===== config.mk =====
export PLATFORM = sky130hd
export DESIGN_NAME = step_pulse_program_verify
export DESIGN_NICKNAME = d
export VERILOG_FILES = /design/src/hdl/spv_pkg.sv /design/src/hdl/step_pulse_program_verify.sv /design/src/hdl/spv_ctrl.sv /design/src/hdl/spv_datapath.sv
export SDC_FILE = /design/constraint.sdc
export NUM_CORES = 2
export LEC_CHECK = 0
export BUFFER_PORTS_ARGS = -buffer_cell sky130_fd_sc_hd__buf_2
export CELL_PAD_IN_SITES_DETAIL_PLACEMENT = 1
export CELL_PAD_IN_SITES_GLOBAL_PLACEMENT = 1
export CORE_ASPECT_RATIO = 1.4
export CORE_MARGIN = 10
export CORE_UTILIZATION = 25
export DETAILED_ROUTE_END_ITERATION = 16
export GPL_ROUTABILITY_DRIVEN = 0
export MAX_ROUTING_LAYER = met4
export PLACE_DENSITY_LB_ADDON = 0.1
export SYNTH_ARGS = -nofsm -noshare
export SYNTH_HDL_FRONTEND = slang
export SYNTH_HIERARCHICAL = 1
export SYNTH_SLANG_ARGS = --single-unit

===== constraint.sdc =====
create_clock -name aclk -period 9.8 [get_ports aclk]
set_input_delay 0.98 -clock aclk [delete_from_list [all_inputs] [get_ports aclk]]
set_output_delay 0.98 -clock aclk [all_outputs]
set_load 0.05 [all_outputs]

===== src/hdl/spv_pkg.sv =====
package spv_pkg;

    // Level count and derived widths
    localparam int NUM_LEVELS = 8;
    localparam int LVL_W      = (NUM_LEVELS > 2) ? $clog2(NUM_LEVELS) : 1;
    localparam logic [LVL_W-1:0] LVL_LAST = LVL_W'(NUM_LEVELS - 1);

    // Field widths
    localparam int RES_W  = 24;
    localparam int TOL_W  = 16;
    localparam int AMP_W  = 15;
    localparam int MAG_W  = 14;
    localparam int STEP_W = 10;
    localparam int HIT_W  = 16;
    localparam int ACT_W  = 2;
    localparam int LIDX_W = 4;

    // Shared multiplier: 24 x 16
    localparam int MUL_A_W = 24;
    localparam int MUL_B_W = 16;
    localparam int PROD_W  = MUL_A_W + MUL_B_W;

    // Configuration port
    localparam int CFG_IDX_W  = 4;
    localparam int CFG_DATA_W = 24;

    localparam logic [CFG_IDX_W-1:0] REG_LOW_RES   = 4'd0;
    localparam logic [CFG_IDX_W-1:0] REG_HIGH_RES  = 4'd1;
    localparam logic [CFG_IDX_W-1:0] REG_TOLERANCE = 4'd2;
    localparam logic [CFG_IDX_W-1:0] REG_POS_START = 4'd3;
    localparam logic [CFG_IDX_W-1:0] REG_NEG_START = 4'd4;
    localparam logic [CFG_IDX_W-1:0] REG_STEP      = 4'd5;
    localparam logic [CFG_IDX_W-1:0] REG_MAX_AMP   = 4'd6;
    localparam logic [CFG_IDX_W-1:0] REG_HITS      = 4'd7;

    // Action codes
    localparam logic [ACT_W-1:0] ACT_NONE = 2'd0;
    localparam logic [ACT_W-1:0] ACT_POS  = 2'd1;
    localparam logic [ACT_W-1:0] ACT_NEG  = 2'd2;

    // Datapath step codes
    localparam int OP_W = 3;
    localparam logic [OP_W-1:0] OP_NONE     = 3'd0;
    localparam logic [OP_W-1:0] OP_MUL_LOW  = 3'd1;
    localparam logic [OP_W-1:0] OP_MUL_HIGH = 3'd2;
    localparam logic [OP_W-1:0] OP_MUL_RD   = 3'd3;
    localparam logic [OP_W-1:0] OP_MUL_TLO  = 3'd4;
    localparam logic [OP_W-1:0] OP_MUL_THI  = 3'd5;
    localparam logic [OP_W-1:0] OP_ACC      = 3'd6;
    localparam logic [OP_W-1:0] OP_WIN      = 3'd7;

    // Controller -> datapath
    typedef struct packed {
        logic            load;
        logic [OP_W-1:0] op;
        logic            judge;
    } spv_cmd_t;

    // Datapath -> controller
    typedef struct packed {
        logic finished;
        logic out_free;
    } spv_stat_t;

endpackage


===== src/hdl/step_pulse_program_verify.sv =====
// Program-and-verify controller for a multilevel resistive cell. Each item is one
// verify-read resistance; each yields one result item telling whether to apply a
// positive pulse, a negative pulse or none, at what amplitude, and whether the
// current level (or the whole sequence) is done. An item is accepted in idle and
// its result is written to the output register after the steps of the single
// shared 24x16 multiplier, which forms the five products of the window test
// (target terms, scaled reading, tolerance terms) one per cycle, a step to
// accumulate, a step to form the window bounds and a judge step that waits for a
// free output register. Once every level is programmed the arithmetic is skipped.
// A new item is accepted while a finished result still waits in the output register.
// Configuration writes take effect at once and are meant for idle periods.
module step_pulse_program_verify
    import spv_pkg::*;
(
    input  logic                    aclk,
    input  logic                    aresetn,
    input  logic                    cfg_we,
    input  logic [CFG_IDX_W-1:0]    cfg_index,
    input  logic [CFG_DATA_W-1:0]   cfg_data,
    input  logic                    s_valid,
    output logic                    s_ready,
    input  logic [RES_W-1:0]        s_measured_ohms,
    output logic                    m_valid,
    input  logic                    m_ready,
    output logic [ACT_W-1:0]        m_action,
    output logic signed [AMP_W-1:0] m_pulse_mv,
    output logic [LIDX_W-1:0]       m_level_index,
    output logic                    m_level_done,
    output logic                    m_all_done
);

    spv_cmd_t  cmd;
    spv_stat_t stat;

    // Sequencer
    spv_ctrl u_ctrl (
        .aclk    (aclk),
        .aresetn (aresetn),
        .s_valid (s_valid),
        .s_ready (s_ready),
        .stat    (stat),
        .cmd     (cmd)
    );

    // Arithmetic, state and result register
    spv_datapath u_datapath (
        .aclk            (aclk),
        .aresetn         (aresetn),
        .cmd             (cmd),
        .stat            (stat),
        .cfg_we          (cfg_we),
        .cfg_index       (cfg_index),
        .cfg_data        (cfg_data),
        .s_measured_ohms (s_measured_ohms),
        .m_valid         (m_valid),
        .m_ready         (m_ready),
        .m_action        (m_action),
        .m_pulse_mv      (m_pulse_mv),
        .m_level_index   (m_level_index),
        .m_level_done    (m_level_done),
        .m_all_done      (m_all_done)
    );

endmodule


===== src/hdl/spv_ctrl.sv =====
module spv_ctrl
    import spv_pkg::*;
(
    input  logic      aclk,
    input  logic      aresetn,
    input  logic      s_valid,
    output logic      s_ready,
    input  spv_stat_t stat,
    output spv_cmd_t  cmd
);

    localparam logic [3:0] S_IDLE  = 4'd0;
    localparam logic [3:0] S_MLOW  = 4'd1;
    localparam logic [3:0] S_MHIGH = 4'd2;
    localparam logic [3:0] S_MRD   = 4'd3;
    localparam logic [3:0] S_MTLO  = 4'd4;
    localparam logic [3:0] S_MTHI  = 4'd5;
    localparam logic [3:0] S_ACC   = 4'd6;
    localparam logic [3:0] S_WIN   = 4'd7;
    localparam logic [3:0] S_JUDGE = 4'd8;

    logic [3:0] state_reg;
    logic [3:0] state_next;

    assign s_ready = (state_reg == S_IDLE);

    // Step sequencing
    always_comb begin
        state_next = state_reg;
        cmd.load   = 1'b0;
        cmd.op     = OP_NONE;
        cmd.judge  = 1'b0;
        case (state_reg)
            S_IDLE: begin
                if (s_valid) begin
                    cmd.load   = 1'b1;
                    // once finished, no arithmetic is needed
                    state_next = stat.finished ? S_JUDGE : S_MLOW;
                end
            end
            S_MLOW: begin
                cmd.op     = OP_MUL_LOW;
                state_next = S_MHIGH;
            end
            S_MHIGH: begin
                cmd.op     = OP_MUL_HIGH;
                state_next = S_MRD;
            end
            S_MRD: begin
                cmd.op     = OP_MUL_RD;
                state_next = S_MTLO;
            end
            S_MTLO: begin
                cmd.op     = OP_MUL_TLO;
                state_next = S_MTHI;
            end
            S_MTHI: begin
                cmd.op     = OP_MUL_THI;
                state_next = S_ACC;
            end
            S_ACC: begin
                cmd.op     = OP_ACC;
                state_next = S_WIN;
            end
            S_WIN: begin
                cmd.op     = OP_WIN;
                state_next = S_JUDGE;
            end
            S_JUDGE: begin
                // wait for the output register to free up
                if (stat.out_free) begin
                    cmd.judge  = 1'b1;
                    state_next = S_IDLE;
                end
            end
            default: begin
                state_next = S_IDLE;
            end
        endcase
    end

    always_ff @(posedge aclk) begin
        if (!aresetn) begin
            state_reg <= S_IDLE;
        end else begin
            state_reg <= state_next;
        end
    end

endmodule


===== src/hdl/spv_datapath.sv =====
module spv_datapath
    import spv_pkg::*;
(
    input  logic                    aclk,
    input  logic                    aresetn,
    input  spv_cmd_t                cmd,
    output spv_stat_t               stat,
    input  logic                    cfg_we,
    input  logic [CFG_IDX_W-1:0]    cfg_index,
    input  logic [CFG_DATA_W-1:0]   cfg_data,
    input  logic [RES_W-1:0]        s_measured_ohms,
    output logic                    m_valid,
    input  logic                    m_ready,
    output logic [ACT_W-1:0]        m_action,
    output logic signed [AMP_W-1:0] m_pulse_mv,
    output logic [LIDX_W-1:0]       m_level_index,
    output logic                    m_level_done,
    output logic                    m_all_done
);

    // Configuration registers
    logic [RES_W-1:0]  low_res_reg;
    logic [RES_W-1:0]  high_res_reg;
    logic [TOL_W-1:0]  tol_reg;
    logic [AMP_W-1:0]  pos_start_reg;
    logic [AMP_W-1:0]  neg_start_reg;
    logic [STEP_W-1:0] step_reg;
    logic [MAG_W-1:0]  max_amp_reg;
    logic [HIT_W-1:0]  hits_needed_reg;

    // Control state
    logic [LVL_W-1:0] level_reg,  level_next;
    logic [AMP_W-1:0] pos_amp_reg, pos_amp_next;
    logic [AMP_W-1:0] neg_amp_reg, neg_amp_next;
    logic [HIT_W-1:0] hit_reg,    hit_next;
    logic             fin_reg,    fin_next;

    // Arithmetic payload
    logic [RES_W-1:0]   meas_reg;
    logic [PROD_W-1:0]  prod_reg;
    logic [32:0]        td_reg;
    logic [31:0]        rd_reg;
    logic [48:0]        tt_reg;
    logic [49:0]        lo_reg;
    logic [49:0]        hi_reg;

    // Result register
    logic               out_valid_reg, out_valid_next;
    logic [ACT_W-1:0]   out_act_reg;
    logic [AMP_W-1:0]   out_pulse_reg;
    logic [LIDX_W-1:0]  out_lidx_reg;
    logic               out_ldone_reg;
    logic               out_adone_reg;

    logic [MUL_A_W-1:0] mul_a;
    logic [MUL_B_W-1:0] mul_b;
    logic [49:0]        tdx;
    logic [49:0]        lhs;
    logic               in_win;
    logic               above;
    logic [HIT_W-1:0]   need;
    logic [HIT_W:0]     hit_inc;
    logic               reached;
    logic signed [AMP_W:0] pos_sum;
    logic signed [AMP_W:0] neg_diff;
    logic signed [AMP_W:0] neg_margin;
    logic               pos_below;
    logic               neg_above;
    logic [ACT_W-1:0]   act_next;
    logic [AMP_W-1:0]   pulse_next;
    logic               ldone_next;
    logic               adone_next;
    logic [LVL_W+LIDX_W-1:0] level_ext;

    // Clamp a 16-bit signed value to the 15-bit amplitude range
    function automatic logic [AMP_W-1:0] sat_amp(input logic signed [AMP_W:0] v);
        logic [AMP_W-1:0] r;
        if (v > 16'sd16383) begin
            r = 15'h3FFF;
        end else if (v < -16'sd16384) begin
            r = 15'h4000;
        end else begin
            r = v[AMP_W-1:0];
        end
        return r;
    endfunction

    // Shared multiplier operand select
    always_comb begin
        mul_a = '0;
        mul_b = '0;
        case (cmd.op)
            OP_MUL_LOW: begin
                mul_a = low_res_reg;
                mul_b = MUL_B_W'(LVL_LAST - level_reg);
            end
            OP_MUL_HIGH: begin
                mul_a = high_res_reg;
                mul_b = MUL_B_W'(level_reg);
            end
            OP_MUL_RD: begin
                mul_a = meas_reg;
                mul_b = MUL_B_W'(LVL_LAST);
            end
            OP_MUL_TLO: begin
                mul_a = td_reg[23:0];
                mul_b = tol_reg;
            end
            OP_MUL_THI: begin
                mul_a = MUL_A_W'(td_reg[32:24]);
                mul_b = tol_reg;
            end
            default: begin
                mul_a = '0;
                mul_b = '0;
            end
        endcase
    end

    // Products and window bounds, one step per cycle
    always_ff @(posedge aclk) begin
        prod_reg <= mul_a * mul_b;
        if (cmd.load) begin
            meas_reg <= s_measured_ohms;
        end
        case (cmd.op)
            OP_MUL_HIGH: td_reg <= {1'b0, prod_reg[31:0]};
            OP_MUL_RD:   td_reg <= td_reg + {1'b0, prod_reg[31:0]};
            OP_MUL_TLO:  rd_reg <= prod_reg[31:0];
            OP_MUL_THI:  tt_reg <= {9'b0, prod_reg};
            OP_ACC:      tt_reg <= tt_reg + {prod_reg[24:0], 24'b0};
            OP_WIN: begin
                lo_reg <= tdx - {1'b0, tt_reg};
                hi_reg <= tdx + {1'b0, tt_reg};
            end
            default: begin
            end
        endcase
    end

    assign tdx = {1'b0, td_reg, 16'b0};
    assign lhs = {2'b0, rd_reg, 16'b0};

    // Classification and state update
    always_comb begin
        in_win  = (lhs >= lo_reg) && (lhs <= hi_reg);
        above   = (lhs > hi_reg);
        need    = (hits_needed_reg == '0) ? HIT_W'(1) : hits_needed_reg;
        hit_inc = {1'b0, hit_reg} + (HIT_W+1)'(1);
        reached = (hit_inc >= {1'b0, need});

        pos_sum    = $signed({pos_amp_reg[AMP_W-1], pos_amp_reg})
                   + $signed({6'b0, step_reg});
        neg_diff   = $signed({neg_amp_reg[AMP_W-1], neg_amp_reg})
                   - $signed({6'b0, step_reg});
        pos_below  = $signed({pos_amp_reg[AMP_W-1], pos_amp_reg})
                   < $signed({2'b0, max_amp_reg});
        neg_margin = $signed({neg_amp_reg[AMP_W-1], neg_amp_reg})
                   + $signed({2'b0, max_amp_reg});
        neg_above  = (neg_margin > 16'sd0);

        level_next   = level_reg;
        pos_amp_next = pos_amp_reg;
        neg_amp_next = neg_amp_reg;
        hit_next     = hit_reg;
        fin_next     = fin_reg;
        act_next     = ACT_NONE;
        pulse_next   = '0;
        ldone_next   = 1'b0;
        adone_next   = fin_reg;

        if (!fin_reg) begin
            if (in_win) begin
                pos_amp_next = pos_start_reg;
                neg_amp_next = neg_start_reg;
                hit_next     = hit_inc[HIT_W-1:0];
                if (reached) begin
                    hit_next   = '0;
                    ldone_next = 1'b1;
                    if (level_reg == LVL_LAST) begin
                        fin_next   = 1'b1;
                        adone_next = 1'b1;
                    end else begin
                        level_next = level_reg + LVL_W'(1);
                    end
                end
            end else if (above) begin
                act_next     = ACT_POS;
                pulse_next   = pos_amp_reg;
                if (pos_below) begin
                    pos_amp_next = sat_amp(pos_sum);
                end
                neg_amp_next = neg_start_reg;
            end else begin
                act_next     = ACT_NEG;
                pulse_next   = neg_amp_reg;
                if (neg_above) begin
                    neg_amp_next = sat_amp(neg_diff);
                end
                pos_amp_next = pos_start_reg;
            end
        end
    end

    assign level_ext = {{LIDX_W{1'b0}}, level_reg};

    // Config registers and control state
    always_ff @(posedge aclk) begin
        if (!aresetn) begin
            low_res_reg     <= 24'd1000;
            high_res_reg    <= 24'd10000;
            tol_reg         <= 16'd3277;
            pos_start_reg   <= 15'sd1000;
            neg_start_reg   <= -15'sd1000;
            step_reg        <= 10'd50;
            max_amp_reg     <= 14'd3000;
            hits_needed_reg <= 16'd5;
            level_reg       <= '0;
            pos_amp_reg     <= 15'sd1000;
            neg_amp_reg     <= -15'sd1000;
            hit_reg         <= '0;
            fin_reg         <= 1'b0;
        end else if (cfg_we) begin
            case (cfg_index)
                REG_LOW_RES:   low_res_reg  <= cfg_data[RES_W-1:0];
                REG_HIGH_RES:  high_res_reg <= cfg_data[RES_W-1:0];
                REG_TOLERANCE: tol_reg      <= cfg_data[TOL_W-1:0];
                REG_POS_START: begin
                    pos_start_reg <= {1'b0, cfg_data[MAG_W-1:0]};
                    pos_amp_reg   <= {1'b0, cfg_data[MAG_W-1:0]};
                end
                REG_NEG_START: begin
                    neg_start_reg <= cfg_data[AMP_W-1:0];
                    neg_amp_reg   <= cfg_data[AMP_W-1:0];
                end
                REG_STEP:      step_reg        <= cfg_data[STEP_W-1:0];
                REG_MAX_AMP:   max_amp_reg     <= cfg_data[MAG_W-1:0];
                REG_HITS:      hits_needed_reg <= cfg_data[HIT_W-1:0];
                default: begin
                end
            endcase
        end else if (cmd.judge) begin
            level_reg   <= level_next;
            pos_amp_reg <= pos_amp_next;
            neg_amp_reg <= neg_amp_next;
            hit_reg     <= hit_next;
            fin_reg     <= fin_next;
        end
    end

    // Output register
    always_comb begin
        out_valid_next = out_valid_reg;
        if (cmd.judge) begin
            out_valid_next = 1'b1;
        end else if (m_ready) begin
            out_valid_next = 1'b0;
        end
    end

    always_ff @(posedge aclk) begin
        if (!aresetn) begin
            out_valid_reg <= 1'b0;
        end else begin
            out_valid_reg <= out_valid_next;
        end
    end

    always_ff @(posedge aclk) begin
        if (cmd.judge) begin
            out_act_reg   <= act_next;
            out_pulse_reg <= pulse_next;
            out_lidx_reg  <= level_ext[LIDX_W-1:0];
            out_ldone_reg <= ldone_next;
            out_adone_reg <= adone_next;
        end
    end

    assign stat.finished = fin_reg;
    assign stat.out_free = !out_valid_reg || m_ready;

    assign m_valid       = out_valid_reg;
    assign m_action      = out_act_reg;
    assign m_pulse_mv    = out_pulse_reg;
    assign m_level_index = out_lidx_reg;
    assign m_level_done  = out_ldone_reg;
    assign m_all_done    = out_adone_reg;

endmodule

==> run summary <==
Largest register FFs - 50
final WL - 162800 um
Synth Register Bits - 487
Post-synth top flop - edfxtp_1
GRT overflow - 0
drt first-iter violations - 1587
cell mode on critical path - fa_1
syn_nets - 5275
crit share post-route - 0.8874
Routed WL per cell - 24.21 um
port bufs - 80
Cell Area, Synth - 40590 um^2
Initial Util - 0.2520
Tmin final - 8.697 ns
status - finished, final reports clean
count of final hold-check violations - 0
asr flop ratio synth - 0
Post-DRT Antenna Nets - 0
fmax - 115.0 MHz
Peak VDD IR - 0.1516 mV
Worst Skew - 0.05940 ns
Buffers & Inverters on Critical Path - 3
H-tree lvl count - 2
Clock Sinks - 487
RSZ-0062 raised after global routing - false
Crit Path Category - register to register
reg2reg path depth - 26
EDFF count, synth - 259
initial antenna violation count - 12
dpl hpwl - 129500 um
clock-pin slew on the worst setup and hold paths - 0.06 ns
via/cell ratio - 4.787
via count - 32190
max incr delay on CP - 0.68 ns
first-pass GRT wire length - 241100 um
Final Max Slew Viols - 0
Leak Pwr - 19.43 nW
share of the yosys chip area belonging to registers - 0.3040
hold_buf cts - 0
Resized cells post-CTS - 0
largest net degree at the start of global routing - 67
Arrival @ worst endpoint - 9.26 ns
cell area power density - 131.4 nW/um^2
Unique masters post-synth - 98
CTS Root Cell - clkbuf_16
total core area - 161100 um^2
FP Rows - 174
Pre-Repair DR Iteration Count - 4
Syn-to-layout area delta - 12.34%
global router's overall resource usage - 0.1861
Die Ht - 496.8 um
Cells after Synth - 4541
Critical Path RT - 10.37 ns
Crit-path slowest cell - nor2b_1
# setup viols final - 0
Finished Cell Area - 45600 um^2
CTS tree - done
Filler cells - 18830
buffer count from post-CTS setup fixing - 0
crit path capture type - register
hold path start - s_measured_ohms[6]
DRC viols - 0
cell family with most CP delay - adder cells
Clock Tree Buf Depth - 3
hold crit path type - primary input to register
Die X - 360.6 um
worst r2r dst - u_datapath/prod_reg[38]$_DFF_P_
share of layout cells above drive strength 1 - 0.07225
Max-Cap Viols - 0
clk_lat worst skew - 0.72 ns
io pins - 82
worst hold path depth - 1
slew at the pin with the worst max-slew slack - 1.260 ns
Worst R2R Start - u_ctrl/state_reg[0]$_SDFFE_PN0P_
Avg Cell Area, Syn - 8.939 um^2
vias in the first global route - 35200
CP Launch Type - register
fin util - 0.2831
crit-path max FO - 24
R2R Setup Slk - 1.10 ns
Nets - 5291
Hold EP - u_datapath/meas_reg[6]$_DFFE_PP_
CTS Buf Count - 60
Sum Neg Setup Slack - 0 ns
Total Power - 0.005993 W
post-placement cell area - 43490 um^2
Synthesis Warnings - 6
die area - 179100 um^2
Slew HR - 0.1544
[how the worst max path moves through the flow]
| stage | startpoint | end | depth (start not counted) |
|---|---|---|---|
| after floorplan | u_ctrl/state_reg[1]$_SDFFE_PN0P_ | u_datapath/prod_reg[39]$_DFF_P_ | 28 |
| after global placement | u_ctrl/state_reg[0]$_SDFFE_PN0P_ | u_datapath/prod_reg[39]$_DFF_P_ | 28 |
| after detailed placement | u_ctrl/state_reg[0]$_SDFFE_PN0P_ | u_datapath/prod_reg[39]$_DFF_P_ | 28 |
| after CTS | u_ctrl/state_reg[0]$_SDFFE_PN0P_ | u_datapath/prod_reg[38]$_DFF_P_ | 26 |
| after global routing | u_ctrl/state_reg[0]$_SDFFE_PN0P_ | u_datapath/prod_reg[38]$_DFF_P_ | 26 |
| final | u_ctrl/state_reg[0]$_SDFFE_PN0P_ | u_datapath/prod_reg[38]$_DFF_P_ | 26 |
[cells by family (layout without fill, tap and decap cells)]
kind of cell / after synthesis / in the layout / share of synthesized area
simple gates: 1461 / 1461 / 0.1608
mux: 46 / 46 / 0.01208
buf+inv: 767 / 835 / 0.07188
compound gates: 919 / 919 / 0.1452
fa+ha+maj: 677 / 677 / 0.2664
xor+xnor: 183 / 183 / 0.03948
other cells: 1 / 4 / 0.00009238
flops: 487 / 487 / 0.3040
[stage by stage]
stage | setup slack (ns) | hold WS, ns | instances
6_report | 1.103 | 0.4527 | 6724
5_1_grt | 0.5222 | 0.4166 | 6722
4_1_cts | 1.104 | 0.4044 | 6721
3_5_place_dp | 1.138 | 0.4509 | 6607
3_3_place_gp | 1.221 | 0.4392 | 6607
2_1_floorplan | 1.053 | 0.4317 | 4541
[per-layer routing]
metal | GRT usage | routed length [um]
met1 | 0.2076 | 66450
met2 | 0.3517 | 87590
met3 | 0.01327 | 3558
met4 | 0.05500 | 5205
met5 | - | 0
[synth_stat cells, types with 67 or more instances]
| cell | n | area [um^2] |
|---|---|---|
| and2_1 | 69 | 431.7 |
| o21ai_0 | 178 | 890.9 |
| a21o_1 | 67 | 503.0 |
| edfxtp_1 | 259 | 7777 |
| inv_1 | 567 | 2128 |
| fa_1 | 312 | 6246 |
| dfxtp_1 | 228 | 4564 |
| nand3_1 | 81 | 405.4 |
| xor2_1 | 75 | 656.9 |
| nand2_1 | 695 | 2609 |
| clkbuf_1 | 171 | 641.9 |
| nor2_1 | 332 | 1246 |
| xnor2_1 | 108 | 945.9 |
| ha_1 | 365 | 4567 |
| a21oi_1 | 273 | 1366 |
[worst register-to-register path: cells and delay by family (launching register included)]
kind,cells,cell delay (ns)
buf+inv,3,0.14
compound gates,8,2.15
xor+xnor,1,0.20
simple gates,7,2.14
fa+ha+maj,7,3.48
flops,1,0.46
[layout make-up]
type,instances,area [um^2],share of cell area
tap,2112,2643,0.05795
sequential,487,12340,0.2706
antenna,3,7.507,0.0001646
timing repair buffer,154,955.9,0.02096
clock buffer,85,1782,0.03907
inverter,567,2131,0.04673
clock inverter,29,320.3,0.007024
multi-input combinational,3287,25420,0.5575
[layout by cell type (no fill, tap or decap), types with 81 or more instances in the layout]
cell      Yosys  routed
nor2_1      332     329
xnor2_1     108     108
nand2_1     695     695
dfxtp_1     228     228
edfxtp_1    259     259
inv_1       567     566
fa_1        312     312
o21ai_0     178     178
ha_1        365     365
a21oi_1     273     273
nand3_1      81      81
[power by group]
part,switching [W],internal (W),leakage (nW)
sequential,0.000143,0.00224,4.21
combinational,0.000765,0.000416,14.2
clock,0.00103,0.00140,1.04
total,0.00193,0.00406,19.4
Power figures use the tool's default switching activity.
